[src/qdrpm_pkg.sv]
// Shared types and constants for the quadrature decoder and RPM meter.
`default_nettype none

package qdrpm_pkg;

    localparam int CNT_W  = 32;
    localparam int TIME_W = 32;
    localparam int RPM_W  = 32;
    localparam int PPR_W  = 16;
    localparam int GEAR_W = 16;
    localparam int WIN_W  = 24;

    localparam int ADDR_W = 4;
    localparam int DATA_W = 32;

    localparam int QUEUE_DEPTH = 4;

    localparam logic [PPR_W-1:0]  PPR_RESET  = 16'd7;
    localparam logic [GEAR_W-1:0] GEAR_RESET = 16'd100;
    localparam logic [WIN_W-1:0]  WIN_RESET  = 24'd50000;

    // 60e6 us/min * 256 (Q8)
    localparam int                SCALE_W   = 34;
    localparam logic [SCALE_W-1:0] RPM_SCALE = 34'd15360000000;
    localparam logic [31:0]       SCALE_LO  = RPM_SCALE[31:0];
    localparam logic [1:0]        SCALE_HI  = RPM_SCALE[33:32];

    localparam int PROD_W = PPR_W + GEAR_W;   // ppr * gear
    localparam int DEN_W  = PROD_W + 2;       // times 4 for quadrature decoding
    localparam int DIV_W  = DEN_W + TIME_W;   // divisor and numerator width

    localparam logic [RPM_W-1:0] RPM_MAX = 32'h7FFF_FFFF;
    localparam logic [RPM_W-1:0] RPM_MIN = 32'h8000_0000;

    typedef enum logic [1:0] {
        KIND_EDGE_A = 2'd0,
        KIND_EDGE_B = 2'd1,
        KIND_UPDATE = 2'd2,
        KIND_CLEAR  = 2'd3
    } t_kind;

    typedef enum logic [1:0] {
        REG_PPR    = 2'd0,
        REG_GEAR   = 2'd1,
        REG_WINDOW = 2'd2
    } t_reg_idx;

    typedef struct packed {
        logic [1:0]        kind;
        logic              level_a;
        logic              level_b;
        logic [TIME_W-1:0] time_us;
    } t_in_req;

    typedef struct packed {
        logic signed [CNT_W-1:0] position_count;
        logic signed [RPM_W-1:0] rpm_q8;
        logic                    rpm_updated;
    } t_out_req;

    typedef struct packed {
        logic [PPR_W-1:0]  ppr;
        logic [GEAR_W-1:0] gear;
        logic [WIN_W-1:0]  window;
    } t_cfg;

    typedef struct packed {
        logic [CNT_W-1:0]  position_count;
        logic [CNT_W-1:0]  delta;
        logic [TIME_W-1:0] dt;
        logic              upd;
    } t_job;

endpackage

`default_nettype wire

[src/qdrpm_front.sv]
// Front end: position counting, window check and job issue.
`default_nettype none

module qdrpm_front (
    input  wire                  i_clk,
    input  wire                  i_rst_n,
    input  wire                  i_in_valid,
    input  qdrpm_pkg::t_in_req   i_in_req,
    output logic                 o_in_stall,
    input  qdrpm_pkg::t_cfg      i_cfg,
    input  wire                  i_full,
    output logic                 o_push,
    output qdrpm_pkg::t_job      o_job
);

    logic [qdrpm_pkg::CNT_W-1:0]  r_count, n_count;
    logic [qdrpm_pkg::CNT_W-1:0]  r_wsc, n_wsc;
    logic [qdrpm_pkg::TIME_W-1:0] r_wst, n_wst;

    logic                         accept;
    logic [qdrpm_pkg::TIME_W-1:0] dt;
    logic [qdrpm_pkg::TIME_W-1:0] win;
    logic                         upd;

    always_comb begin
        accept  = i_in_valid && !i_full;
        n_count = r_count;
        n_wsc   = r_wsc;
        n_wst   = r_wst;
        upd     = 1'b0;
        dt      = i_in_req.time_us - r_wst;
        win     = (i_cfg.window == '0) ? qdrpm_pkg::TIME_W'(1)
                                       : qdrpm_pkg::TIME_W'(i_cfg.window);
        case (qdrpm_pkg::t_kind'(i_in_req.kind))
            qdrpm_pkg::KIND_EDGE_A: begin
                n_count = (i_in_req.level_a == i_in_req.level_b)
                        ? r_count + qdrpm_pkg::CNT_W'(1) : r_count - qdrpm_pkg::CNT_W'(1);
            end
            qdrpm_pkg::KIND_EDGE_B: begin
                n_count = (i_in_req.level_a != i_in_req.level_b)
                        ? r_count + qdrpm_pkg::CNT_W'(1) : r_count - qdrpm_pkg::CNT_W'(1);
            end
            qdrpm_pkg::KIND_UPDATE: begin
                if (dt >= win) begin
                    upd   = 1'b1;
                    n_wsc = r_count;
                    n_wst = i_in_req.time_us;
                end
            end
            qdrpm_pkg::KIND_CLEAR: begin
                n_count = '0;
                n_wsc   = '0;
            end
            default: begin
            end
        endcase
        o_job.position_count = n_count;
        o_job.delta          = r_count - r_wsc;
        o_job.dt             = dt;
        o_job.upd            = upd;
        o_push               = accept;
        o_in_stall           = i_full;
    end

    always_ff @(posedge i_clk) begin
        if (!i_rst_n) begin
            r_count <= '0;
            r_wsc   <= '0;
            r_wst   <= '0;
        end else if (accept) begin
            r_count <= n_count;
            r_wsc   <= n_wsc;
            r_wst   <= n_wst;
        end
    end

endmodule

`default_nettype wire

[config.mk]
export PLATFORM = sky130hd
export DESIGN_NAME = qdrpm_front
export DESIGN_NICKNAME = d
export VERILOG_FILES = /design/src/qdrpm_pkg.sv /design/src/qdrpm_front.sv
export SDC_FILE = /design/constraint.sdc
export NUM_CORES = 1
export LEC_CHECK = 0
export BUFFER_PORTS_ARGS = -buffer_cell sky130_fd_sc_hd__clkbuf_2
export CORE_MARGIN = 10
export CORE_UTILIZATION = 47
export CTS_CLUSTER_DIAMETER = 120
export DETAILED_ROUTE_END_ITERATION = 12
export PLACE_DENSITY_LB_ADDON = 0.3
export SLEW_MARGIN = 30
export SYNTH_ARGS = -nofsm -noshare
export SYNTH_HDL_FRONTEND = slang
export SYNTH_SLANG_ARGS = --single-unit
[constraint.sdc]
create_clock -name i_clk -period 4.77 [get_ports i_clk]
set_input_delay 0.2385 -clock i_clk [delete_from_list [all_inputs] [get_ports i_clk]]
set_output_delay 0.2385 -clock i_clk [all_outputs]
set_load 0.02 [all_outputs]
==> flow_metrics.env <==
export IMPL_cp_arrival_ns=5.09
export IMPL_die_w_um=165
export IMPL_fp_dieH_um=165
export IMPL_final_max_slew_viol_count=0
export IMPL_grt_overflow=0
export IMPL_dieArea_um2=27400
export IMPL_leakagePower_uw=0.00524
export IMPL_power_uw=3080
export IMPL_synthTopCellsByArea="dfxtp_1, ha_1, a21oi_1"
export IMPL_yosys_area_top_type="dfxtp_1"
export IMPL_synth_avg_cell_area_um2=7.25
export IMPL_cp_max_fo=4
export IMPL_synth_cell_type_count=75
export IMPL_fin_nets=1739
export IMPL_yosysTopAreaCellShare_pct=19.3
export IMPL_p_int_uw=1820
export IMPL_min_path_type="input pin to flop"
export IMPL_status="finished, violations left"
export IMPL_syn_nets=1558
export IMPL_synthArstFlopShare_pct=0
export IMPL_violations="setup timing"
export IMPL_syn_area_um2=9940
export IMPL_drtIter0Drc=651
export IMPL_hold_viol=0
export IMPL_vias=10500
export IMPL_seqCellArea_um2=1920
export IMPL_min_period_ns=5.32
export IMPL_placed_cells=1794
export IMPL_power_clock_fraction_pct=24.6
export IMPL_core_region_area_um2=20900
export IMPL_synth_main_ff_cell="dfxtp_1"
export IMPL_fmax_ghz=0.188
export IMPL_final_core_util_pct=58.5
export IMPL_skew_ns=0.00994
export IMPL_max_cap_viol_count=0
export IMPL_setup_slack_ns=-0.555
export IMPL_wl_per_cell_um=16.8
export IMPL_grt_pass1_wl_um=49000
export IMPL_ant_nets=0
export IMPL_dp_slack_ns=-0.353
export IMPL_vias_per_cell=5.72
export IMPL_drive_gt1_share_pct=21.2
export IMPL_cts_sinks=96
export IMPL_grt_total_usage_pct=21.7
export IMPL_syn_to_final_growth_pct=23.0
export IMPL_fin_cells=1834
export IMPL_vdd_ir_drop_max_mv=0.175
export IMPL_crit_type="flop to primary output"
export IMPL_antenna_found_initial=3
export IMPL_rsz0062_at_grt="true"
export IMPL_p_sw_share_pct=40.8
export IMPL_worstSetupEndpointType="primary output"
export IMPL_crit_path_start_kind="flop"
export IMPL_drt_total_wl_um=30800
export IMPL_io_buffers=162
export IMPL_power_frac_seq_pct=28.3
export IMPL_holdBufCountCts=0
export IMPL_cts_buffers=9
export IMPL_critPathRequiredTime_ns=4.53
export IMPL_place_congestion=0.919
export IMPL_fin_crit_sh_pct=112
export IMPL_clkTransAtPathRegs_ns=0.07
export IMPL_relSlewSlack_pct=37.4
export IMPL_fill_cells=1951
export IMPL_ctsLongestPathBuffers=2
export IMPL_drc_errors=0
export IMPL_io_pins=195
export IMPL_worst_pin_slew_ns=0.938
export IMPL_grt_pass1_vias=9961
export IMPL_hpwl_um=22400
export IMPL_yosysWarnings=0
export IMPL_initial_utilization_pct=47.6
export IMPL_synth_edf_count=0
export IMPL_clk_latency_ns=0.36
export IMPL_combPwrFrac_pct=47.1
export IMPL_h_tree_depth=3
export IMPL_synthCells=1372
export IMPL_ys_ff_latch=96
export IMPL_grt_max_degree=68
export IMPL_rows=53
export IMPL_multi_input_area_um2=7380
export IMPL_tritoncts="yes"
export IMPL_whs_ns=0.123
export IMPL_cts_root_buf="clkbuf_16"
export IMPL_pwr_density_cell_nw_per_um2=252
export IMPL_power_switching_uw=1250
export IMPL_drtPass1Iterations=5
export IMPL_setup_viol=65
export IMPL_yosysSeqAreaShare_pct=19.3
[synthesized netlist by cell type, types with 7 or more instances]
library cell  instances
o211ai_1             20
nor3b_1              23
a31oi_1               8
o211a_1               7
dfxtp_1              96
nor3_1               33
clkbuf_1             60
a32o_1               32
and2_1                9
nand3_1              26
xnor2_1              56
nor2b_1              13
or3_1                 8
mux2i_1              39
and3_1               15
o31a_1                8
xor2_1               31
inv_1               117
ha_1                 88
nor4_1               19
a21oi_1             116
nor2_1              132
nand4_1              19
buf_2                15
o21bai_1              8
a211oi_1             11
a21o_1               23
o21ai_0              75
nand2b_1             11
nand2_1             134
o21a_1               14
or4_1                 9
[layout by cell type, fill, tap and decap left out, types with 20 or more instances in the layout]
master / n
nand2_1: 134
ha_1: 83
o21ai_0: 73
a21oi_1: 112
a32o_1: 31
buf_4: 80
nor2_1: 131
dfxtp_1: 94
nor3_1: 32
xor2_1: 29
nand3_1: 26
clkbuf_2: 159
a21o_1: 23
xnor2_1: 53
o211ai_1: 20
nor3b_1: 23
mux2i_1: 36
inv_1: 116
[stage by stage]
stage	TNS [ns]	cell area (um^2)
2_1_floorplan	-0.220	10100
3_3_place_gp	-10.88	11500
3_5_place_dp	-16.87	11500
4_1_cts	-18.87	12100
5_1_grt	-41.54	12200
6_report	-29.12	12200
[cells by family after synthesis]
kind of cell | count (synthesis) | synth area share, %
flip-flops | 96 | 19.3
AND/OR/NAND/NOR | 479 | 23.8
XOR/XNOR | 87 | 7.66
buffers and inverters | 210 | 8.76
AO/OA/AOI/OAI | 371 | 25.0
multiplexers | 39 | 3.93
adder cells (fa/ha/maj) | 90 | 11.5
[final timing paths]
| kind | end | cells after the start | start | slack (ns) |
|---|---|---|---|---|
| max | o_job[0] | 21 | r_wst[1] | -0.55 |
| max reg2reg | r_wsc[31] | 21 | r_wst[1] | -0.53 |
| min reg2reg | r_wst[3] | 2 | r_wst[3] | 0.46 |
| min | r_wst[23] | 3 | i_in_req[23] | 0.12 |
[sequential cells by signal (all words and copies together), names as in the netlist]
| signal | count |
|---|---|
| r_count | 32 |
| r_wst | 32 |
| r_wsc | 32 |
[per-layer routing]
layer / share of wire, % / vias up / global-route usage [%]
met5: 0.042 / - / 0
met4: 2.0 / 2 / 6.50
met3: 5.9 / 46 / 4.91
met2: 49 / 277 / 38.1
met1: 43 / 4896 / 25.8
li1: - / 5262 / -
[timing repair]
item                                   in CTS  in global routing
setup endpoints to repair                  65                 65
buffers inserted                           10                  6
endpoints found under the hold margin       0                  0
pin swaps                                  24                 24
gates cloned                                9                  1
resized for setup                          18                 20
[power groups by stage]
stage | combinational (uW) | sequential, uW | clock [uW]
global placement | 1370 | 886 | 0
finish | 1450 | 870 | 758
detailed placement | 1390 | 887 | 0
global route | 1590 | 875 | 794
CTS | 1430 | 869 | 769
floorplan | 974 | 860 | 0
[layout make-up]
cell class / instances / share of cell area [%]
Multi-Input combinational cell: 1066 / 60.3
Sequential cell: 96 / 15.7
Timing Repair Buffer: 262 / 15.1
Inverter: 118 / 3.62
Tap cell: 275 / 2.81
Clock buffer: 10 / 1.87
Clock inverter: 5 / 0.532
Antenna cell: 2 / 0.0409
[worst max-delay path: stages (launching register included)]
cell,delay [ns]
dfxtp_2,0.32
inv_2,0.07
ha_4,0.19
nor2b_4,0.12
o31a_1,0.26
o31a_1,0.29
a311o_1,0.40
nand2_2,0.16
xnor2_4,0.14
ha_4,0.22
a21o_1,0.15
a21o_1,0.16
a21o_1,0.17
a211o_1,0.30
a21oi_2,0.14
o2111ai_2,0.14
or4_4,0.54
or4_4,0.44
buf_6,0.14
nor3_2,0.11
nor2_2,0.08
buf_4,0.16
No activity file was read; power rests on OpenSTA's default activity.
