File: src/qdrpm_pkg.sv
// Shared types and constants for the quadrature decoder and RPM meter.
`default_nettype none

package qdrpm_pkg;

    localparam int CNT_W  = 32;
    localparam int TIME_W = 32;
    localparam int RPM_W  = 32;
    localparam int PPR_W  = 16;
    localparam int GEAR_W = 16;
    localparam int WIN_W  = 24;

    localparam int ADDR_W = 4;
    localparam int DATA_W = 32;

    localparam int QUEUE_DEPTH = 4;

    localparam logic [PPR_W-1:0]  PPR_RESET  = 16'd7;
    localparam logic [GEAR_W-1:0] GEAR_RESET = 16'd100;
    localparam logic [WIN_W-1:0]  WIN_RESET  = 24'd50000;

    // 60e6 us/min * 256 (Q8)
    localparam int                SCALE_W   = 34;
    localparam logic [SCALE_W-1:0] RPM_SCALE = 34'd15360000000;
    localparam logic [31:0]       SCALE_LO  = RPM_SCALE[31:0];
    localparam logic [1:0]        SCALE_HI  = RPM_SCALE[33:32];

    localparam int PROD_W = PPR_W + GEAR_W;   // ppr * gear
    localparam int DEN_W  = PROD_W + 2;       // times 4 for quadrature decoding
    localparam int DIV_W  = DEN_W + TIME_W;   // divisor and numerator width

    localparam logic [RPM_W-1:0] RPM_MAX = 32'h7FFF_FFFF;
    localparam logic [RPM_W-1:0] RPM_MIN = 32'h8000_0000;

    typedef enum logic [1:0] {
        KIND_EDGE_A = 2'd0,
        KIND_EDGE_B = 2'd1,
        KIND_UPDATE = 2'd2,
        KIND_CLEAR  = 2'd3
    } t_kind;

    typedef enum logic [1:0] {
        REG_PPR    = 2'd0,
        REG_GEAR   = 2'd1,
        REG_WINDOW = 2'd2
    } t_reg_idx;

    typedef struct packed {
        logic [1:0]        kind;
        logic              level_a;
        logic              level_b;
        logic [TIME_W-1:0] time_us;
    } t_in_req;

    typedef struct packed {
        logic signed [CNT_W-1:0] position_count;
        logic signed [RPM_W-1:0] rpm_q8;
        logic                    rpm_updated;
    } t_out_req;

    typedef struct packed {
        logic [PPR_W-1:0]  ppr;
        logic [GEAR_W-1:0] gear;
        logic [WIN_W-1:0]  window;
    } t_cfg;

    typedef struct packed {
        logic [CNT_W-1:0]  position_count;
        logic [CNT_W-1:0]  delta;
        logic [TIME_W-1:0] dt;
        logic              upd;
    } t_job;

endpackage

`default_nettype wire

File: src/qdrpm_back.sv
// Back end: speed computation (multiply, restoring divide, saturate) and output register.
`default_nettype none

module qdrpm_back (
    input  wire                  i_clk,
    input  wire                  i_rst_n,
    input  qdrpm_pkg::t_cfg      i_cfg,
    input  wire                  i_empty,
    input  qdrpm_pkg::t_job      i_job,
    output logic                 o_pop,
    output logic                 o_out_valid,
    output qdrpm_pkg::t_out_req  o_out_req,
    input  wire                  i_out_stall
);

    localparam int DIV_W  = qdrpm_pkg::DIV_W;
    localparam int CNT_W  = qdrpm_pkg::CNT_W;
    localparam int RPM_W  = qdrpm_pkg::RPM_W;
    localparam int STEP_W = $clog2(DIV_W);

    typedef enum logic [5:0] {
        S_IDLE = 6'b000001,
        S_MUL1 = 6'b000010,
        S_MUL2 = 6'b000100,
        S_MUL3 = 6'b001000,
        S_DIV  = 6'b010000,
        S_DONE = 6'b100000
    } t_state;

    t_state                       r_state, n_state;
    logic                         r_out_valid, n_out_valid;
    qdrpm_pkg::t_out_req          r_out_req, n_out_req;
    logic [RPM_W-1:0]             r_speed, n_speed;
    logic [CNT_W-1:0]             r_pos, n_pos;
    logic                         r_neg, n_neg;
    logic [CNT_W-1:0]             r_mag, n_mag;
    logic [qdrpm_pkg::TIME_W-1:0] r_dt, n_dt;
    logic [63:0]                  r_p0, n_p0;
    logic [qdrpm_pkg::PROD_W-1:0] r_pg, n_pg;
    logic [63:0]                  r_dlo, n_dlo;
    logic [qdrpm_pkg::DEN_W-1:0]  r_dhi, n_dhi;
    logic [DIV_W-1:0]             r_num, n_num;
    logic [DIV_W-1:0]             r_den, n_den;
    logic [DIV_W-1:0]             r_rem, n_rem;
    logic [STEP_W-1:0]            r_step, n_step;

    logic                         out_free;
    logic                         den_zero;
    logic [qdrpm_pkg::DEN_W-1:0]  den;
    logic [DIV_W:0]               shifted;
    logic [DIV_W:0]               diff;
    logic                         ge;
    logic                         q_big;
    logic [RPM_W-1:0]             sat;

    always_comb begin
        out_free = !r_out_valid || !i_out_stall;
        den_zero = (i_cfg.ppr == '0) || (i_cfg.gear == '0);
        den      = {r_pg, 2'b00};
        shifted  = {r_rem, r_num[DIV_W-1]};
        diff     = shifted - {1'b0, r_den};
        ge       = (shifted >= {1'b0, r_den});
        q_big    = |r_num[DIV_W-1:RPM_W-1];
        if (r_neg) begin
            sat = q_big ? qdrpm_pkg::RPM_MIN : (~r_num[RPM_W-1:0] + RPM_W'(1));
        end else begin
            sat = q_big ? qdrpm_pkg::RPM_MAX : r_num[RPM_W-1:0];
        end

        n_state     = r_state;
        n_out_valid = r_out_valid;
        n_out_req   = r_out_req;
        n_speed     = r_speed;
        n_pos       = r_pos;
        n_neg       = r_neg;
        n_mag       = r_mag;
        n_dt        = r_dt;
        n_p0        = r_p0;
        n_pg        = r_pg;
        n_dlo       = r_dlo;
        n_dhi       = r_dhi;
        n_num       = r_num;
        n_den       = r_den;
        n_rem       = r_rem;
        n_step      = r_step;
        o_pop       = 1'b0;

        if (r_out_valid && !i_out_stall) begin
            n_out_valid = 1'b0;
        end

        case (r_state)
            S_IDLE: begin
                if (!i_empty && out_free) begin
                    o_pop                    = 1'b1;
                    n_out_req.position_count = i_job.position_count;
                    n_out_req.rpm_updated    = i_job.upd;
                    if (!i_job.upd) begin
                        n_out_valid      = 1'b1;
                        n_out_req.rpm_q8 = r_speed;
                    end else if (i_job.delta == '0) begin
                        n_out_valid      = 1'b1;
                        n_speed          = '0;
                        n_out_req.rpm_q8 = '0;
                    end else if (den_zero) begin
                        n_out_valid      = 1'b1;
                        n_speed          = i_job.delta[CNT_W-1] ? qdrpm_pkg::RPM_MIN
                                                                : qdrpm_pkg::RPM_MAX;
                        n_out_req.rpm_q8 = n_speed;
                    end else begin
                        n_pos   = i_job.position_count;
                        n_neg   = i_job.delta[CNT_W-1];
                        n_mag   = i_job.delta[CNT_W-1] ? (~i_job.delta + CNT_W'(1))
                                                       : i_job.delta;
                        n_dt    = i_job.dt;
                        n_state = S_MUL1;
                    end
                end
            end
            S_MUL1: begin
                n_p0    = 64'(r_mag) * 64'(qdrpm_pkg::SCALE_LO);
                n_pg    = qdrpm_pkg::PROD_W'(i_cfg.ppr) * qdrpm_pkg::PROD_W'(i_cfg.gear);
                n_state = S_MUL2;
            end
            S_MUL2: begin
                n_num   = DIV_W'(r_p0)
                        + (DIV_W'(34'(r_mag) * 34'(qdrpm_pkg::SCALE_HI)) << 32);
                n_dlo   = 64'(den[31:0]) * 64'(r_dt);
                n_dhi   = qdrpm_pkg::DEN_W'(den[qdrpm_pkg::DEN_W-1:32])
                        * qdrpm_pkg::DEN_W'(r_dt);
                n_state = S_MUL3;
            end
            S_MUL3: begin
                n_den   = DIV_W'(r_dlo) + (DIV_W'(r_dhi) << 32);
                n_rem   = '0;
                n_step  = '0;
                n_state = S_DIV;
            end
            S_DIV: begin
                n_rem  = ge ? diff[DIV_W-1:0] : shifted[DIV_W-1:0];
                n_num  = {r_num[DIV_W-2:0], ge};
                n_step = r_step + STEP_W'(1);
                if (r_step == STEP_W'(DIV_W - 1)) begin
                    n_state = S_DONE;
                end
            end
            S_DONE: begin
                if (out_free) begin
                    n_out_valid              = 1'b1;
                    n_out_req.position_count = r_pos;
                    n_out_req.rpm_q8         = sat;
                    n_out_req.rpm_updated    = 1'b1;
                    n_speed                  = sat;
                    n_state                  = S_IDLE;
                end
            end
            default: begin
                n_state = S_IDLE;
            end
        endcase
    end

    always_ff @(posedge i_clk) begin
        if (!i_rst_n) begin
            r_state     <= S_IDLE;
            r_out_valid <= 1'b0;
            r_speed     <= '0;
        end else begin
            r_state     <= n_state;
            r_out_valid <= n_out_valid;
            r_speed     <= n_speed;
        end
    end

    always_ff @(posedge i_clk) begin
        r_out_req <= n_out_req;
        r_pos     <= n_pos;
        r_neg     <= n_neg;
        r_mag     <= n_mag;
        r_dt      <= n_dt;
        r_p0      <= n_p0;
        r_pg      <= n_pg;
        r_dlo     <= n_dlo;
        r_dhi     <= n_dhi;
        r_num     <= n_num;
        r_den     <= n_den;
        r_rem     <= n_rem;
        r_step    <= n_step;
    end

    assign o_out_valid = r_out_valid;
    assign o_out_req   = r_out_req;

    a_speed_match: assert property (@(posedge i_clk) disable iff (!i_rst_n)
        r_out_valid |-> r_out_req.rpm_q8 == r_speed)
        else $error("held result disagrees with stored speed");

    a_rem_bound: assert property (@(posedge i_clk) disable iff (!i_rst_n)
        r_state == S_DIV |-> r_rem < r_den)
        else $error("divider remainder out of range");

    a_div_end: assert property (@(posedge i_clk) disable iff (!i_rst_n)
        (r_state == S_DIV && r_step == STEP_W'(DIV_W - 1)) |=> r_state == S_DONE)
        else $error("divider did not finish on its last step");

endmodule

`default_nettype wire
File: config.mk
export PLATFORM = sky130hd
export DESIGN_NAME = qdrpm_back
export DESIGN_NICKNAME = d
export VERILOG_FILES = /design/src/qdrpm_pkg.sv /design/src/qdrpm_back.sv
export SDC_FILE = /design/constraint.sdc
export NUM_CORES = 2
export LEC_CHECK = 0
export ABC_AREA = 1
export BUFFER_PORTS_ARGS = -buffer_cell sky130_fd_sc_hd__buf_4
export CAP_MARGIN = 0
export CORE_AREA = 2 2 302 453
export DETAILED_ROUTE_END_ITERATION = 16
export DIE_AREA = 0 0 304 455
export GPL_TIMING_DRIVEN = 0
export PLACE_DENSITY_LB_ADDON = 0.05
export REMOVE_ABC_BUFFERS = 1
export SETUP_SLACK_MARGIN = 0.05
export SYNTH_ARGS = -nofsm -noshare
export SYNTH_HDL_FRONTEND = slang
export SYNTH_SLANG_ARGS = --single-unit
File: constraint.sdc
create_clock -name i_clk -period 23.3 [get_ports i_clk]
set_input_delay 4.66 -clock i_clk [delete_from_list [all_inputs] [get_ports i_clk]]
set_output_delay 4.66 -clock i_clk [all_outputs]
set_load 0.02 [all_outputs]
==> results.yml <==
critical_path:
  required_ns: 18.64
  r2r-end: "r_dlo[62]$_DFFE_PP_"
  reg2reg_depth: 23
  path_max_fanout: 2
  start_kind: "primary input"
  arrival_ns: 5.34
  r2r_slack_ns: 14.52
  crit_type: "in2out"
  end_kind: "output pin"
  r2r-start: "r_pg[4]$_DFFE_PP_"
sta:
  finalCritPeriodShare: 0.429
  setup_violations: 0
  worst_pin_slew_ns: 1.53
  fmax_mhz: 100
  slew_violations: 66
  rsz0062_at_grt: "no"
  final-hold-violation-count: 0
  fin_crit_ns: 10.0
  final.setup.tns_ns: 0
  finClkSkew_ns: 0.0548
  relSlewSlack: -0.0221
global_route:
  grt_max_degree: 95
  globalRoute.totalOverflow: 0
  grt_pass1_wl_mm: 407
  antenna_found_initial: 3
  grt_pass1_vias: 78419
  track_usage: 0.376
yosys:
  yosys.area_share.simple: 0.191
  ys_seq_area_frac: 0.196
  synth_most_common_cell: "nand2_1"
  ys_ff_latch: 580
  ys_top_cells_by_count: "nand2_1, inv_1, fa_1"
  synthMuxAreaShare: 0
  synth_top_family_by_area: "adder cells"
  async_reset_ff_frac: 0
  netlist-cell-type-count: 59
  yosysWarnings: 0
  synth-main-ff-cell: "edfxtp_1"
  synth_area_leaders: "fa_1, edfxtp_1, nand2_1"
  synth_edf_count: 541
  synthAdderAreaFrac: 0.387
  synth_top_area_share: 0.282
  syn_inst: 10964
  syn_area_um2: 87000
  syn_area_per_cell_um2: 7.93
  synth_compound_gate_area_share: 0.0628
  synth-xor-area-share: 0.0296
  yosysTopAreaCell: "fa_1"
die:
  core_area_um2: 134000
  initial_core_util: 0.647
  dieHeight_um: 455
  die_x_um: 304
  rows: 165
  ios: 224
  die-area_um2: 138000
detailed_routing:
  via_per_inst: 5.66
  ant_nets: 0
  met2WireLength_mm: 134
  drt-total-wl_mm: 257
  routed-via-count: 72438
  dr.first_iter.drc_count: 5074
  drc: 0
  detail_route.first_pass.iterations: 7
  wire_per_inst_um: 20.0
  wl_met3_mm: 14.9
  topRoutingLayerUsed: "met5"
  wl_met1_mm: 85.1
clocking:
  cts_resized: 0
  clkTransAtPathRegs_ns: 0.07
  numCtsBuffers: 60
  cts_sinks: 580
  cts-hold-fix-buffers: 0
  htreeDepth: 2
  cts_tree: "built"
  cts_root_buf: "clkbuf_16"
  cts.path.max_buffers: 3
  clk_latency_ns: 0.71
  postCtsSetupRepairBufs: 0
final_layout:
  synthToLayoutAreaGrowth_pct: 7.82
  drive_above_1_share: 0.0468
  finalNetCount: 13117
hold_path:
  hold_class: "reg2reg"
  min_from: "r_dlo[31]$_DFFE_PP_"
  whs_path_depth: 0
  whs_endpoint: "r_den[31]$_DFFE_PP_"
run:
  maxCapViolations: 2
run_status:
  outcome: "finished, violations left"
  failed_checks: "max-capacitance violations, max-slew violations"
placed_design:
  place_congestion: 1.00
  io_buffer_count: 199
  place_hpwl_mm: 212
[routing by layer]
layer,global-route usage,up-vias
li1,-,33169
met1,0.389,35002
met2,0.698,3053
met3,0.0473,1212
met4,0.282,2
met5,0,-
[stage by stage]
stage	instances	area [µm²]	worst slack [ns]	hold WS, ns	util
2_1_floorplan	10630	85600	10.77	0.400	-
3_3_place_gp	12582	89300	6.58	0.402	0.664
3_5_place_dp	12677	91300	12.76	0.405	0.679
4_1_cts	12791	93300	13.33	0.391	0.694
5_1_grt	12808	93800	13.14	0.397	0.698
6_report	12808	93800	13.30	0.392	0.698
[worst max-delay path, cell delays in order]
cell	delay, ns
buf_4	0.12
nand2_1	0.07
nand2_1	0.07
nor2_1	0.22
buf_4	0.19
[cells by family (layout without fill, tap and decap cells)]
kind of cell	Yosys count	count (layout)
simple gates	4091	4091
buf+inv	3052	3142
fa+ha+maj	1958	1958
compound gates	989	989
flops	580	580
xor+xnor	294	294
other cells	0	1
[final cells by class]
| type | instances | area [µm²] |
|---|---|---|
| multi-input cells | 7332 | 58400 |
| fillers | 10664 | 40600 |
| flip-flops and latches | 580 | 17000 |
| inverters | 2718 | 10200 |
| repair buffers | 310 | 3880 |
| well taps | 1753 | 2190 |
| clock buffers | 61 | 1510 |
| clock inverters | 53 | 558 |
| diodes | 1 | 2.50 |
[worst max-delay path by stage]
| stage | startpoint | to | slack [ns] | depth (start not counted) |
|---|---|---|---|---|
| after floorplan | r_state[4]$_SDFFE_PN0P_ | r_num[0]$_SDFFCE_PN0P_ | 10.77 | 5 |
| after global placement | r_state[4]$_SDFFE_PN0P_ | r_num[35]$_DFFE_PP_ | 6.58 | 5 |
| after detailed placement | i_cfg[53] | r_pg[28]$_DFFE_PP_ | 12.76 | 23 |
| after CTS | i_out_stall | o_pop | 13.33 | 5 |
| after global routing | i_cfg[53] | r_pg[28]$_DFFE_PP_ | 13.14 | 23 |
| final | i_out_stall | o_pop | 13.30 | 5 |
[sequential cells by signal, summed over array words and instances (netlist names)]
name	flops
r_rem	66
r_pg	32
r_pos	32
r_dlo	62
r_p0	48
r_num	66
r_speed	32
r_step	7
o_out_valid	1
r_dt	32
r_state	6
r_mag	32
r_neg	1
r_den	64
r_dhi	34
o_out_req	65
[layout by cell type (no fill, tap or decap), drive strengths merged, types with 61 or more instances in the layout]
master,netlist,routed
nand2,2778,2778
inv,2717,2734
fa,1224,1224
nor2,773,773
ha,734,734
edfxtp,541,541
a21oi,443,443
o21ai,332,332
buf,32,310
nand3,261,261
xor2,209,209
xnor2,85,85
nand3b,80,80
nor3,69,69
clkbuf,302,61
Power is left out: the tool's default activity adds up to more than one toggle a clock period on the data nets, which glitch-free logic cannot reach.
