`src/qdrpm_pkg.sv`:
```
// Shared types and constants for the quadrature decoder and RPM meter.
`default_nettype none

package qdrpm_pkg;

    localparam int CNT_W  = 32;
    localparam int TIME_W = 32;
    localparam int RPM_W  = 32;
    localparam int PPR_W  = 16;
    localparam int GEAR_W = 16;
    localparam int WIN_W  = 24;

    localparam int ADDR_W = 4;
    localparam int DATA_W = 32;

    localparam int QUEUE_DEPTH = 4;

    localparam logic [PPR_W-1:0]  PPR_RESET  = 16'd7;
    localparam logic [GEAR_W-1:0] GEAR_RESET = 16'd100;
    localparam logic [WIN_W-1:0]  WIN_RESET  = 24'd50000;

    // 60e6 us/min * 256 (Q8)
    localparam int                SCALE_W   = 34;
    localparam logic [SCALE_W-1:0] RPM_SCALE = 34'd15360000000;
    localparam logic [31:0]       SCALE_LO  = RPM_SCALE[31:0];
    localparam logic [1:0]        SCALE_HI  = RPM_SCALE[33:32];

    localparam int PROD_W = PPR_W + GEAR_W;   // ppr * gear
    localparam int DEN_W  = PROD_W + 2;       // times 4 for quadrature decoding
    localparam int DIV_W  = DEN_W + TIME_W;   // divisor and numerator width

    localparam logic [RPM_W-1:0] RPM_MAX = 32'h7FFF_FFFF;
    localparam logic [RPM_W-1:0] RPM_MIN = 32'h8000_0000;

    typedef enum logic [1:0] {
        KIND_EDGE_A = 2'd0,
        KIND_EDGE_B = 2'd1,
        KIND_UPDATE = 2'd2,
        KIND_CLEAR  = 2'd3
    } t_kind;

    typedef enum logic [1:0] {
        REG_PPR    = 2'd0,
        REG_GEAR   = 2'd1,
        REG_WINDOW = 2'd2
    } t_reg_idx;

    typedef struct packed {
        logic [1:0]        kind;
        logic              level_a;
        logic              level_b;
        logic [TIME_W-1:0] time_us;
    } t_in_req;

    typedef struct packed {
        logic signed [CNT_W-1:0] position_count;
        logic signed [RPM_W-1:0] rpm_q8;
        logic                    rpm_updated;
    } t_out_req;

    typedef struct packed {
        logic [PPR_W-1:0]  ppr;
        logic [GEAR_W-1:0] gear;
        logic [WIN_W-1:0]  window;
    } t_cfg;

    typedef struct packed {
        logic [CNT_W-1:0]  position_count;
        logic [CNT_W-1:0]  delta;
        logic [TIME_W-1:0] dt;
        logic              upd;
    } t_job;

endpackage

`default_nettype wire

```
`src/qdrpm_queue.sv`:
```
// Job queue between the front end and the speed unit.
`default_nettype none

module qdrpm_queue #(
    parameter int DEPTH = qdrpm_pkg::QUEUE_DEPTH
) (
    input  wire               i_clk,
    input  wire               i_rst_n,
    input  wire               i_push,
    input  qdrpm_pkg::t_job   i_job,
    output logic              o_full,
    input  wire               i_pop,
    output qdrpm_pkg::t_job   o_job,
    output logic              o_empty
);

    localparam int PTR_W = (DEPTH > 1) ? $clog2(DEPTH) : 1;
    localparam int FILL_W = $clog2(DEPTH + 1);

    qdrpm_pkg::t_job    r_mem [DEPTH];
    logic [PTR_W-1:0]   r_wr, n_wr;
    logic [PTR_W-1:0]   r_rd, n_rd;
    logic [FILL_W-1:0]  r_fill, n_fill;

    always_comb begin
        o_full  = (r_fill == FILL_W'(DEPTH));
        o_empty = (r_fill == '0);
        o_job   = r_mem[r_rd];
        n_wr    = r_wr;
        n_rd    = r_rd;
        n_fill  = r_fill;
        if (i_push) begin
            n_wr = (r_wr == PTR_W'(DEPTH - 1)) ? '0 : r_wr + PTR_W'(1);
        end
        if (i_pop) begin
            n_rd = (r_rd == PTR_W'(DEPTH - 1)) ? '0 : r_rd + PTR_W'(1);
        end
        if (i_push && !i_pop) begin
            n_fill = r_fill + FILL_W'(1);
        end else if (i_pop && !i_push) begin
            n_fill = r_fill - FILL_W'(1);
        end
    end

    always_ff @(posedge i_clk) begin
        if (i_push) begin
            r_mem[r_wr] <= i_job;
        end
    end

    always_ff @(posedge i_clk) begin
        if (!i_rst_n) begin
            r_wr   <= '0;
            r_rd   <= '0;
            r_fill <= '0;
        end else begin
            r_wr   <= n_wr;
            r_rd   <= n_rd;
            r_fill <= n_fill;
        end
    end

    a_no_overflow: assert property (@(posedge i_clk) disable iff (!i_rst_n)
        i_push |-> !o_full) else $error("push into full queue");

    a_no_underflow: assert property (@(posedge i_clk) disable iff (!i_rst_n)
        i_pop |-> !o_empty) else $error("pop from empty queue");

endmodule

`default_nettype wire

```
`config.mk`:
```
export PLATFORM = sky130hd
export DESIGN_NAME = qdrpm_queue
export DESIGN_NICKNAME = d
export VERILOG_FILES = /design/src/qdrpm_pkg.sv /design/src/qdrpm_queue.sv
export SDC_FILE = /design/constraint.sdc
export NUM_CORES = 1
export LEC_CHECK = 0
export BUFFER_PORTS_ARGS = -buffer_cell sky130_fd_sc_hd__buf_4
export CORE_ASPECT_RATIO = 1.1
export CORE_MARGIN = 8
export CORE_UTILIZATION = 45
export CTS_BUF_LIST = sky130_fd_sc_hd__clkbuf_8
export DETAILED_ROUTE_END_ITERATION = 16
export GPL_ROUTABILITY_DRIVEN = 0
export GPL_TIMING_DRIVEN = 0
export SLEW_MARGIN = 5
export SYNTH_ARGS = -nofsm -noshare
export SYNTH_HDL_FRONTEND = slang
export SYNTH_SLANG_ARGS = --single-unit
```
`constraint.sdc`:
```
create_clock -name i_clk -period 4.2 [get_ports i_clk]
set_clock_uncertainty 0.2 [all_clocks]
set_input_delay 0.42 -clock i_clk [delete_from_list [all_inputs] [get_ports i_clk]]
set_output_delay 0.42 -clock i_clk [all_outputs]
set_load 0.05 [all_outputs]
```
==> results of run 1 <==
[per-layer routing]
metal	GRT usage, %	wire (um)
met1	18.14	11980
met2	25.00	14100
met3	4.949	2015
met4	4.796	538
met5	0	0
[sequential cells by signal, indices dropped and copies added (netlist names), named ones only]
signal and cells:
r_rd 2, r_wr 2, r_mem 388, r_fill 3
[final cells by class]
| class | instances | area share, % |
|---|---|---|
| sequential | 397 | 63.45 |
| timing repair buffer | 303 | 13.97 |
| multi-input combinational | 128 | 13.18 |
| clock buffer | 61 | 4.502 |
| tap | 426 | 2.858 |
| clock inverter | 49 | 1.147 |
| buffer | 22 | 0.7985 |
| inverter | 4 | 0.08052 |
| antenna | 1 | 0.01342 |
[metrics by stage]
step	total power, mW	hold slack, ns
floorplan	5.501	0.2724
global placement	5.927	0.2844
detailed placement	5.949	0.3399
CTS	8.789	0.3176
global route	9.004	0.3274
finish	8.655	0.3509
[Yosys cell counts (2+ instances only)]
master    number
edfxtp_1     388
buf_2         11
dfxtp_1        9
clkbuf_1       6
and2_1         5
nor2b_1        5
inv_1          4
mux2i_1        4
buf_8          4
ha_1           6
mux4_2        97
nor3_1         2
[cell families (layout without fill, tap and decap cells)]
kind of cell | after synthesis | after routing | share of synthesized area (%)
flops | 397 | 397 | 81.92
xor+xnor | 2 | 2 | 0.1213
other cells | 0 | 1 | 0
simple gates | 15 | 15 | 0.6238
compound gates | 3 | 3 | 0.1386
fa+ha+maj | 7 | 7 | 0.6584
buf+inv | 26 | 439 | 1.135
mux | 101 | 101 | 15.40
[placed cells by master, fill, tap and decap left out, types with 2 or more instances in the layout]
master | netlist | routed
dfxtp_1 | 9 | 9
nor2b_1 | 5 | 5
buf_16 | 0 | 4
inv_1 | 4 | 28
buf_2 | 11 | 11
buf_8 | 4 | 4
mux2i_1 | 4 | 4
nor3_1 | 2 | 2
ha_1 | 6 | 6
clkinv_1 | 0 | 21
and2_4 | 0 | 4
buf_4 | 0 | 199
clkbuf_1 | 6 | 6
mux4_2 | 97 | 97
clkinv_2 | 0 | 3
edfxtp_1 | 388 | 388
clkbuf_8 | 0 | 61
dlygate4sd3_1 | 0 | 100
[worst min-delay path, stage by stage, from the launching register on]
cell,delay (ns)
dfxtp_1,0.33
o21ai_0,0.09
a21boi_0,0.08
[path summary, 6_finish.rpt]
check / start / end / slack (ns) / cells after the start
worst max register to register: r_wr[0] / r_mem[3][75] / 1.96 / 3
worst max-delay path: flop / o_job[63] / 1.22 / 5
worst min register to register: r_fill[2] / r_fill[2] / 0.35 / 2
worst min-delay path: r_fill[2] / r_fill[2] / 0.35 / 2
[power by group through the flow]
stage	combinational, mW	sequential, mW	clock [mW]
floorplan	0.835	4.67	0
global placement	1.24	4.68	0
detailed placement	1.28	4.67	0
CTS	1.36	4.58	2.84
global route	1.41	4.60	3.00
finish	1.34	4.58	2.73
[timing repair]
item                                   CTS  global route
hold buffers                           100             0
setup buffers                            0             0
endpoints found under the hold margin  397             0
gates resized for setup                  0             0
==> flow_summary.ini, run 1 <==
[detailed_routing]
vias = 6925
first_pass_iters = 4
routedWlPerCell_um = 20.59
drtIter0Drc = 350
routed_wl_um = 28640
antenna_left = 0
viasPerCell = 4.978
drc = 0

[floorplanning]
dieWidth_um = 186.8
rows = 69
die_area_um2 = 38090
core_region_area_um2 = 31940
start_util_pct = 45.21
boundaryPins = 200
die_h_um = 203.9

[sta]
period_needed_ns = 2.984
tns_ns = 0
setup_viol = 0
slew_violations = 0
worst_slew_pin_slew_ns = 0.8724
maxSlewHeadroom_pct = 41.84
fin_ws_ns = 1.216
rsz0062_at_grt = false
finalCritPeriodShare_pct = 71.06
hold_viol_final = 0
fmax_mhz = 335.1

[clocking]
htreeDepth = 2
cts.path.max_buffers = 3
root_buffer = clkbuf_8
clkSinkCount = 397
clkTransAtPathRegs_ns = 0.06
cts_buffers = 59
clk_latency_ns = 0.57
cts_tree = yes

[synthesis]
synth-edff-count = 388
synth_area_leaders = edfxtp_1 81%, mux4_2 15%, dfxtp_1 1.2%, ha_1 0.52%, buf_8 0.42%
synth_cell_types = 22
yosysTopAreaCellShare_pct = 80.67
synth_ff_type = edfxtp_1
synth_cells = 551
synth.avg_cell_area_um2 = 26.21
yosys.area.top_type = edfxtp_1
yosys_warnings = 0
syn_area_um2 = 14440
ys_seq_elements = 397
async_flop_share_pct = 0
yosysSeqAreaShare_pct = 81.92
syn_nets = 659

[placement]
dpl_cell_area_um2 = 16590
io_buffers = 199
dp_cells = 1180
dp_hpwl_um = 17620
place_ws_ns = 1.739

[global_routing]
grt_pass1_wl_um = 44160
globalRouteOverflowTotal = 0
grt_max_degree = 55
grt_use_total_pct = 14.89
grt_pass1_vias = 8043
antenna_found_initial = 1

[run_status]
status = finished, final reports clean

[setup_path]
cp_data_arrival_time_ns = 2.36
path_buf_inv = 4
worst_path_max_delay_cell = mux4_2
path_delay_family = buffers and inverters
crit_fanout = 10
max_stage_delay_ns = 0.37
path_cells = buf_2 -> buf_2 -> buf_2 -> mux4_2 -> buf_4
worstSetupPathType = flop to output port
crit_top_cell = buf_2
end_kind = output port
start_kind = flop
cp.required_ns = 3.58

[pwr]
leakagePower_nw = 6.450
p_per_area_nw_per_um2 = 464.2
seqPwrFrac_pct = 52.9
pwr-share-clk_pct = 31.6
max-vdd-ir-drop_mv = 0.3308
p_sw_share_pct = 25.54
p_switching_mw = 2.211
pwr-share-comb_pct = 15.5
internal_power_mw = 6.444

[layout]
fill_cells = 2393
multi_input_area_um2 = 2457
areaGrowthSynthToFinish_pct = 29.11
regArea_um2 = 11830
instances_no_fill = 1391
fin_nets = 1023
finalCoreUtilization_pct = 58.37
fin_area_um2 = 18650
drive_above_1_share_pct = 39.94

[flow_run]
drv_cap = 0

[hold_path]
worstHoldPathType = flop to flop
Note: power is estimated with default switching activity, not from simulation.
==> inputs of run 2 (changes only) <==
- PLACE_DENSITY: default -> 0.67
- clock period: 4.2 -> 2.7 ns (I/O delays scaled with it)
==> run 2 against run 1 <==
Combinational power grew 57%. Critical path type unchanged. Sequential cell count is the same. Clock power grew 62%.
==> flow_summary.ini, run 2 (synthesis results as in run 1) <==
[run_status]
status = finished, final reports clean

[layout]
mostFrequentLayoutCell = edfxtp_1
areaGrowthSynthToFinish_pct = 30.14
top_register = r_mem
instances_no_fill = 1395
drive_above_1_share_pct = 42.05
top_regs = r_mem (388), r_fill (3)
fin_nets = 1031
largest_reg_flops = 388
mostFrequentLayoutCells = 388 x edfxtp_1, 214 x buf_4, 100 x dlygate4sd3_1

[detailed_routing]
routed_wl_um = 29020
antenna_left = 0
drc = 0
drtIter0Drc = 303
first_pass_iters = 4
vias = 7072
viasPerCell = 5.070
routedWlPerCell_um = 20.81

[setup_path]
start_kind = flop
path_cells = buf_8 -> buf_12 -> buf_12 -> mux4_2 -> buf_4
max_stage_delay_ns = 0.52
worstSetupPathType = flop to output port
crit_fanout = 10
worst_path_max_delay_cell = mux4_2
path_buf_inv = 4
end_kind = output port
path_delay_family = buffers and inverters
crit_top_cell = buf_12
cp_data_arrival_time_ns = 2.13
cp.required_ns = 2.23

[sta]
finalCritPeriodShare_pct = 96.32
tns_ns = 0
hold_viol_final = 0
period_needed_ns = 2.601
maxSlewHeadroom_pct = 41.64
fmax_mhz = 384.5
hold_slack_ns = 0.2186
setup_viol = 0
worst_slew_pin_slew_ns = 0.8754
slew_violations = 0
rsz0062_at_grt = true

[floorplanning]
core_region_area_um2 = 31940
die_area_um2 = 38090
start_util_pct = 45.21
dieWidth_um = 186.8
boundaryPins = 200
die_h_um = 203.9
rows = 69

[pwr]
pwr-share-clk_pct = 32.4
seqPwrFrac_pct = 52.2
internal_power_mw = 10.16
max-vdd-ir-drop_mv = 0.4416
pwr-share-comb_pct = 15.5
p_per_area_nw_per_um2 = 727.2
p_switching_mw = 3.510
leakagePower_nw = 6.511
p_sw_share_pct = 25.68
total_power_mw = 13.67

[clocking]
root_buffer = clkbuf_8
htreeDepth = 2
cts_tree = yes
cts.path.max_buffers = 3
clkSinkCount = 397
clkTransAtPathRegs_ns = 0.06
cts_buffers = 60
clk_latency_ns = 0.58

[global_routing]
globalRouteOverflowTotal = 0
grt_use_total_pct = 15.23
grt_pass1_vias = 8120
grt_max_degree = 55
grt_pass1_wl_um = 45330
antenna_found_initial = 1

[placement]
dp_hpwl_um = 18370
io_buffers = 199
dp_cells = 1180

[hold_path]
worstHoldPathType = input pin to flop

[flow_run]
drv_cap = 0
-- run 2: metal layers --
| metal | vias to the layer above | routed length [um] | part of all wire (%) | global-route usage (%) |
|---|---|---|---|---|
| met2 | 225 | 15010 | 52 | 26.90 |
| met3 | 50 | 1678 | 5.8 | 3.959 |
| met4 | 0 | 569 | 2.0 | 4.484 |
| li1 | 3129 | - | - | - |
| met1 | 3668 | 11760 | 41 | 18.28 |
| met5 | - | 0 | 0 | 0 |
-- run 2: path summary, 6_finish.rpt --
kind / start / end / slack (ns) / cells after the start
min: i_job[82] / r_mem[1][82] / 0.22 / 2
min reg2reg: r_fill[2] / r_fill[2] / 0.34 / 2
max: flop / o_job[47] / 0.1 / 5
max reg2reg: r_wr[0] / r_mem[2][40] / 0.50 / 4
-- run 2: cell type report --
| cell class | count | area, um^2 |
|---|---|---|
| multi-input combinational | 128 | 2457 |
| clock inverter | 46 | 244.0 |
| inverter | 4 | 15.01 |
| sequential | 397 | 11830 |
| clock buffer | 61 | 839.6 |
| timing repair buffer | 310 | 2665 |
| tap | 426 | 533.0 |
| fill | 2306 | 13150 |
| buffer | 22 | 207.7 |
| antenna | 1 | 2.502 |
-- run 2: power by group through the flow --
| stage | Combinational (mW) | Clock, mW | Sequential (mW) |
|---|---|---|---|
| global placement | 1.93 | 0 | 7.26 |
| detailed placement | 1.99 | 0 | 7.26 |
| finish | 2.11 | 4.42 | 7.13 |
| floorplan | 1.30 | 0 | 7.24 |
| CTS | 2.13 | 4.57 | 7.13 |
| global route | 2.23 | 4.84 | 7.15 |
-- run 2: metrics by stage --
stage	instance area, um^2	setup WS [ns]	utilization, %
after detailed placement	16590	0.3097	51.93
after floorplan	14450	0.3085	-
after CTS	18690	-0.09871	58.52
after global routing	18800	-0.02867	58.84
after global placement	16470	-0.5431	51.57
final	18800	0.09926	58.84
-- run 2: what timing repair did --
action / in CTS / in global routing
hold buffers: 100 / 0
gates resized for setup: 11 / 18
cloned: 0 / 0
endpoints found under the hold margin: 397 / 0
endpoints found under the setup margin: 90 / 89
buffers inserted: 0 / 7
==> inputs of run 3 (changes only) <==
- ABC_AREA: default -> 1
==> run 3 against run 2 <==
Area after synthesis up 2.5%. Critical endpoint is now o_job[11]. Maximum frequency fell by 0.23%. Largest power group unchanged. Register-to-register slack got worse by 0.16 ns. Setup slack worse by 0.0059 ns. Non-clock buffer count up 43.
==> flow_summary.ini, run 3 <==
[setup_path]
end_kind = output port
worstRegToRegCells = 7
r2r-start = r_wr[0]
r2r_end = r_mem[0][36]
rrSetupSlack_ns = 0.34
worstSetupPathType = flop to output port
start_kind = flop
cp.required_ns = 2.23
cp_data_arrival_time_ns = 2.14
crit_fanout = 10
endpoint = o_job[11]

[layout]
top_register = r_mem
fin_area_um2 = 19490
drive_above_1_share_pct = 25.56
mostFrequentLayoutCell = edfxtp_1
areaGrowthSynthToFinish_pct = 31.70
finalCoreUtilization_pct = 60.20
top_regs = r_mem (388), r_fill (3)
largest_reg_flops = 388
mostFrequentLayoutCells = 388 x edfxtp_1, 206 x buf_4, 202 x nor2_1
fin_nets = 1485

[detailed_routing]
drtIter0Drc = 617
routedWlPerCell_um = 20.00
viasPerCell = 5.239
vias = 9676
routed_wl_um = 36940
antenna_left = 0
drc = 0
first_pass_iters = 5

[clocking]
cts_tree = yes
post_cts_buffers = 0
cts_buffers = 66
clkTransAtPathRegs_ns = 0.06
htreeDepth = 3
clk_latency_ns = 0.58
clkSinkCount = 397
cts.path.max_buffers = 3
root_buffer = clkbuf_8

[sta]
period_needed_ns = 2.607
maxSlewHeadroom_pct = 56.44
slew_violations = 0
worst_slew_pin_slew_ns = 0.6521
hold_viol_final = 0
fmax_mhz = 383.6
rsz0062_at_grt = false
setup_viol = 0
fin_ws_ns = 0.09334
finalCritPeriodShare_pct = 96.54

[global_routing]
globalRouteOverflowTotal = 0
antenna_found_initial = 2
grt_use_total_pct = 18.59
grt_max_degree = 31
grt_pass1_vias = 10000
grt_pass1_wl_um = 56060

[floorplanning]
die_area_um2 = 38950
core_region_area_um2 = 32370
rows = 69
boundaryPins = 200
start_util_pct = 45.71
dieWidth_um = 188.9
die_h_um = 206.2

[synthesis]
syn_area_um2 = 14800
async_flop_share_pct = 0
yosysTopAreaCellShare_pct = 78.74
yosys.area.top_type = edfxtp_1
synth_cell_types = 21
synth_cells = 996
synth_ff_type = edfxtp_1
yosysMostFrequentCell = edfxtp_1
synthTopCellsByCount = 388 x edfxtp_1, 202 x nor2_1, 134 x o21ai_0
yosysSeqAreaShare_pct = 79.95
syn_nets = 1104
ys_seq_elements = 397
yosys_warnings = 0
synth_area_leaders = edfxtp_1 79%, nor2_1 5.1%, o21ai_0 4.5%, o22ai_1 4.1%, o21ai_1 2.1%
synth-edff-count = 388
synth.avg_cell_area_um2 = 14.86

[placement]
dp_hpwl_um = 22340
io_buffers = 199
dpl_cell_area_um2 = 17140
place_ws_ns = 0.2127

[pwr]
p_per_area_nw_per_um2 = 742.1
leakagePower_nw = 7.052
max-vdd-ir-drop_mv = 0.5879
total_power_mw = 14.46

[hold_path]
worstHoldPathType = input pin to flop

[flow_run]
drv_cap = 0

[run_status]
status = finished, final reports clean
[run 3: cell count changes after synthesis, moves of 10 or more]
cell,before,now
nor2_1,1,202
o21ai_0,1,134
mux4_2,97,0
o22ai_1,0,97
o21ai_1,0,63
clkbuf_1,6,25
buf_6,1,15
inv_1,4,14
[run 3: critical path, stage by stage (launching register included)]
cell and delay, ns:
dfxtp_4 0.40, clkbuf_1 0.42, o21ai_0 0.20, o22ai_1 0.28
buf_4 0.26
[run 3: worst min-delay path by stage]
stage | slack [ns] | startpoint | depth (start not counted) | to
after global routing | 0.21 | i_job[4] | 2 | r_mem[3][4]
after CTS | 0.20 | i_job[6] | 2 | r_mem[3][6]
after global placement | 0.27 | i_job[19] | 1 | r_mem[0][19]
after detailed placement | 0.27 | i_job[52] | 1 | r_mem[3][52]
after floorplan | 0.17 | i_job[0] | 0 | r_mem[0][0]
final | 0.24 | i_job[6] | 2 | r_mem[0][6]
[run 3: routing by layer]
layer  vias up  track usage, %  routed length, um
li1       4536               -                  -
met2       317           31.61              18300
met1      4765           23.00              15410
met5         -               0                 11
met3        56           4.641               2514
met4         2           6.369                704
[run 3: what timing repair did]
action                     in CTS  in global routing
resized for setup              38                 22
setup endpoints to repair      97                 34
hold buffers                  100                  0
hold endpoints to repair      397                  0
pin swaps                       0                  0
[run 3: cells by family after synthesis]
kind of cell               synth area share (%)
buffers and inverters                     2.942
and+or+nand+nor                           5.538
adders and majority gates                0.6426
AOI/OAI and AO/OA                         10.86
xor gates and xnor gates                0.05920
DFF                                       79.95
[run 3: report_power, final]
part           switching (mW)  total (mW)  internal [mW]
logic                    1.68        2.48          0.799
clock network            2.23        4.87           2.64
registers              0.0683        7.11           7.05
total                    3.98        14.5           10.5
[run 3: area by class of cell]
class                           instances  area (um^2)
Fill cell                            2447        12890
Sequential cell                       397        11840
Timing Repair Buffer                  313         2790
Multi-Input combinational cell        521         2569
Clock buffer                           69        949.7
Tap cell                              426        533.0
Buffer                                 62        473.0
Clock inverter                         42        251.5
Inverter                               16        80.08
Antenna cell                            1        2.502
[run 3: stage by stage]
stage               TNS (ns)  hold slack, ns  std cells
finish                     0          0.2366       1847
global route               0          0.2142       1847
CTS                 -0.06853          0.1998       1846
detailed placement         0          0.2722       1635
global placement     -490.35          0.2703       1621
floorplan                  0          0.1689        996
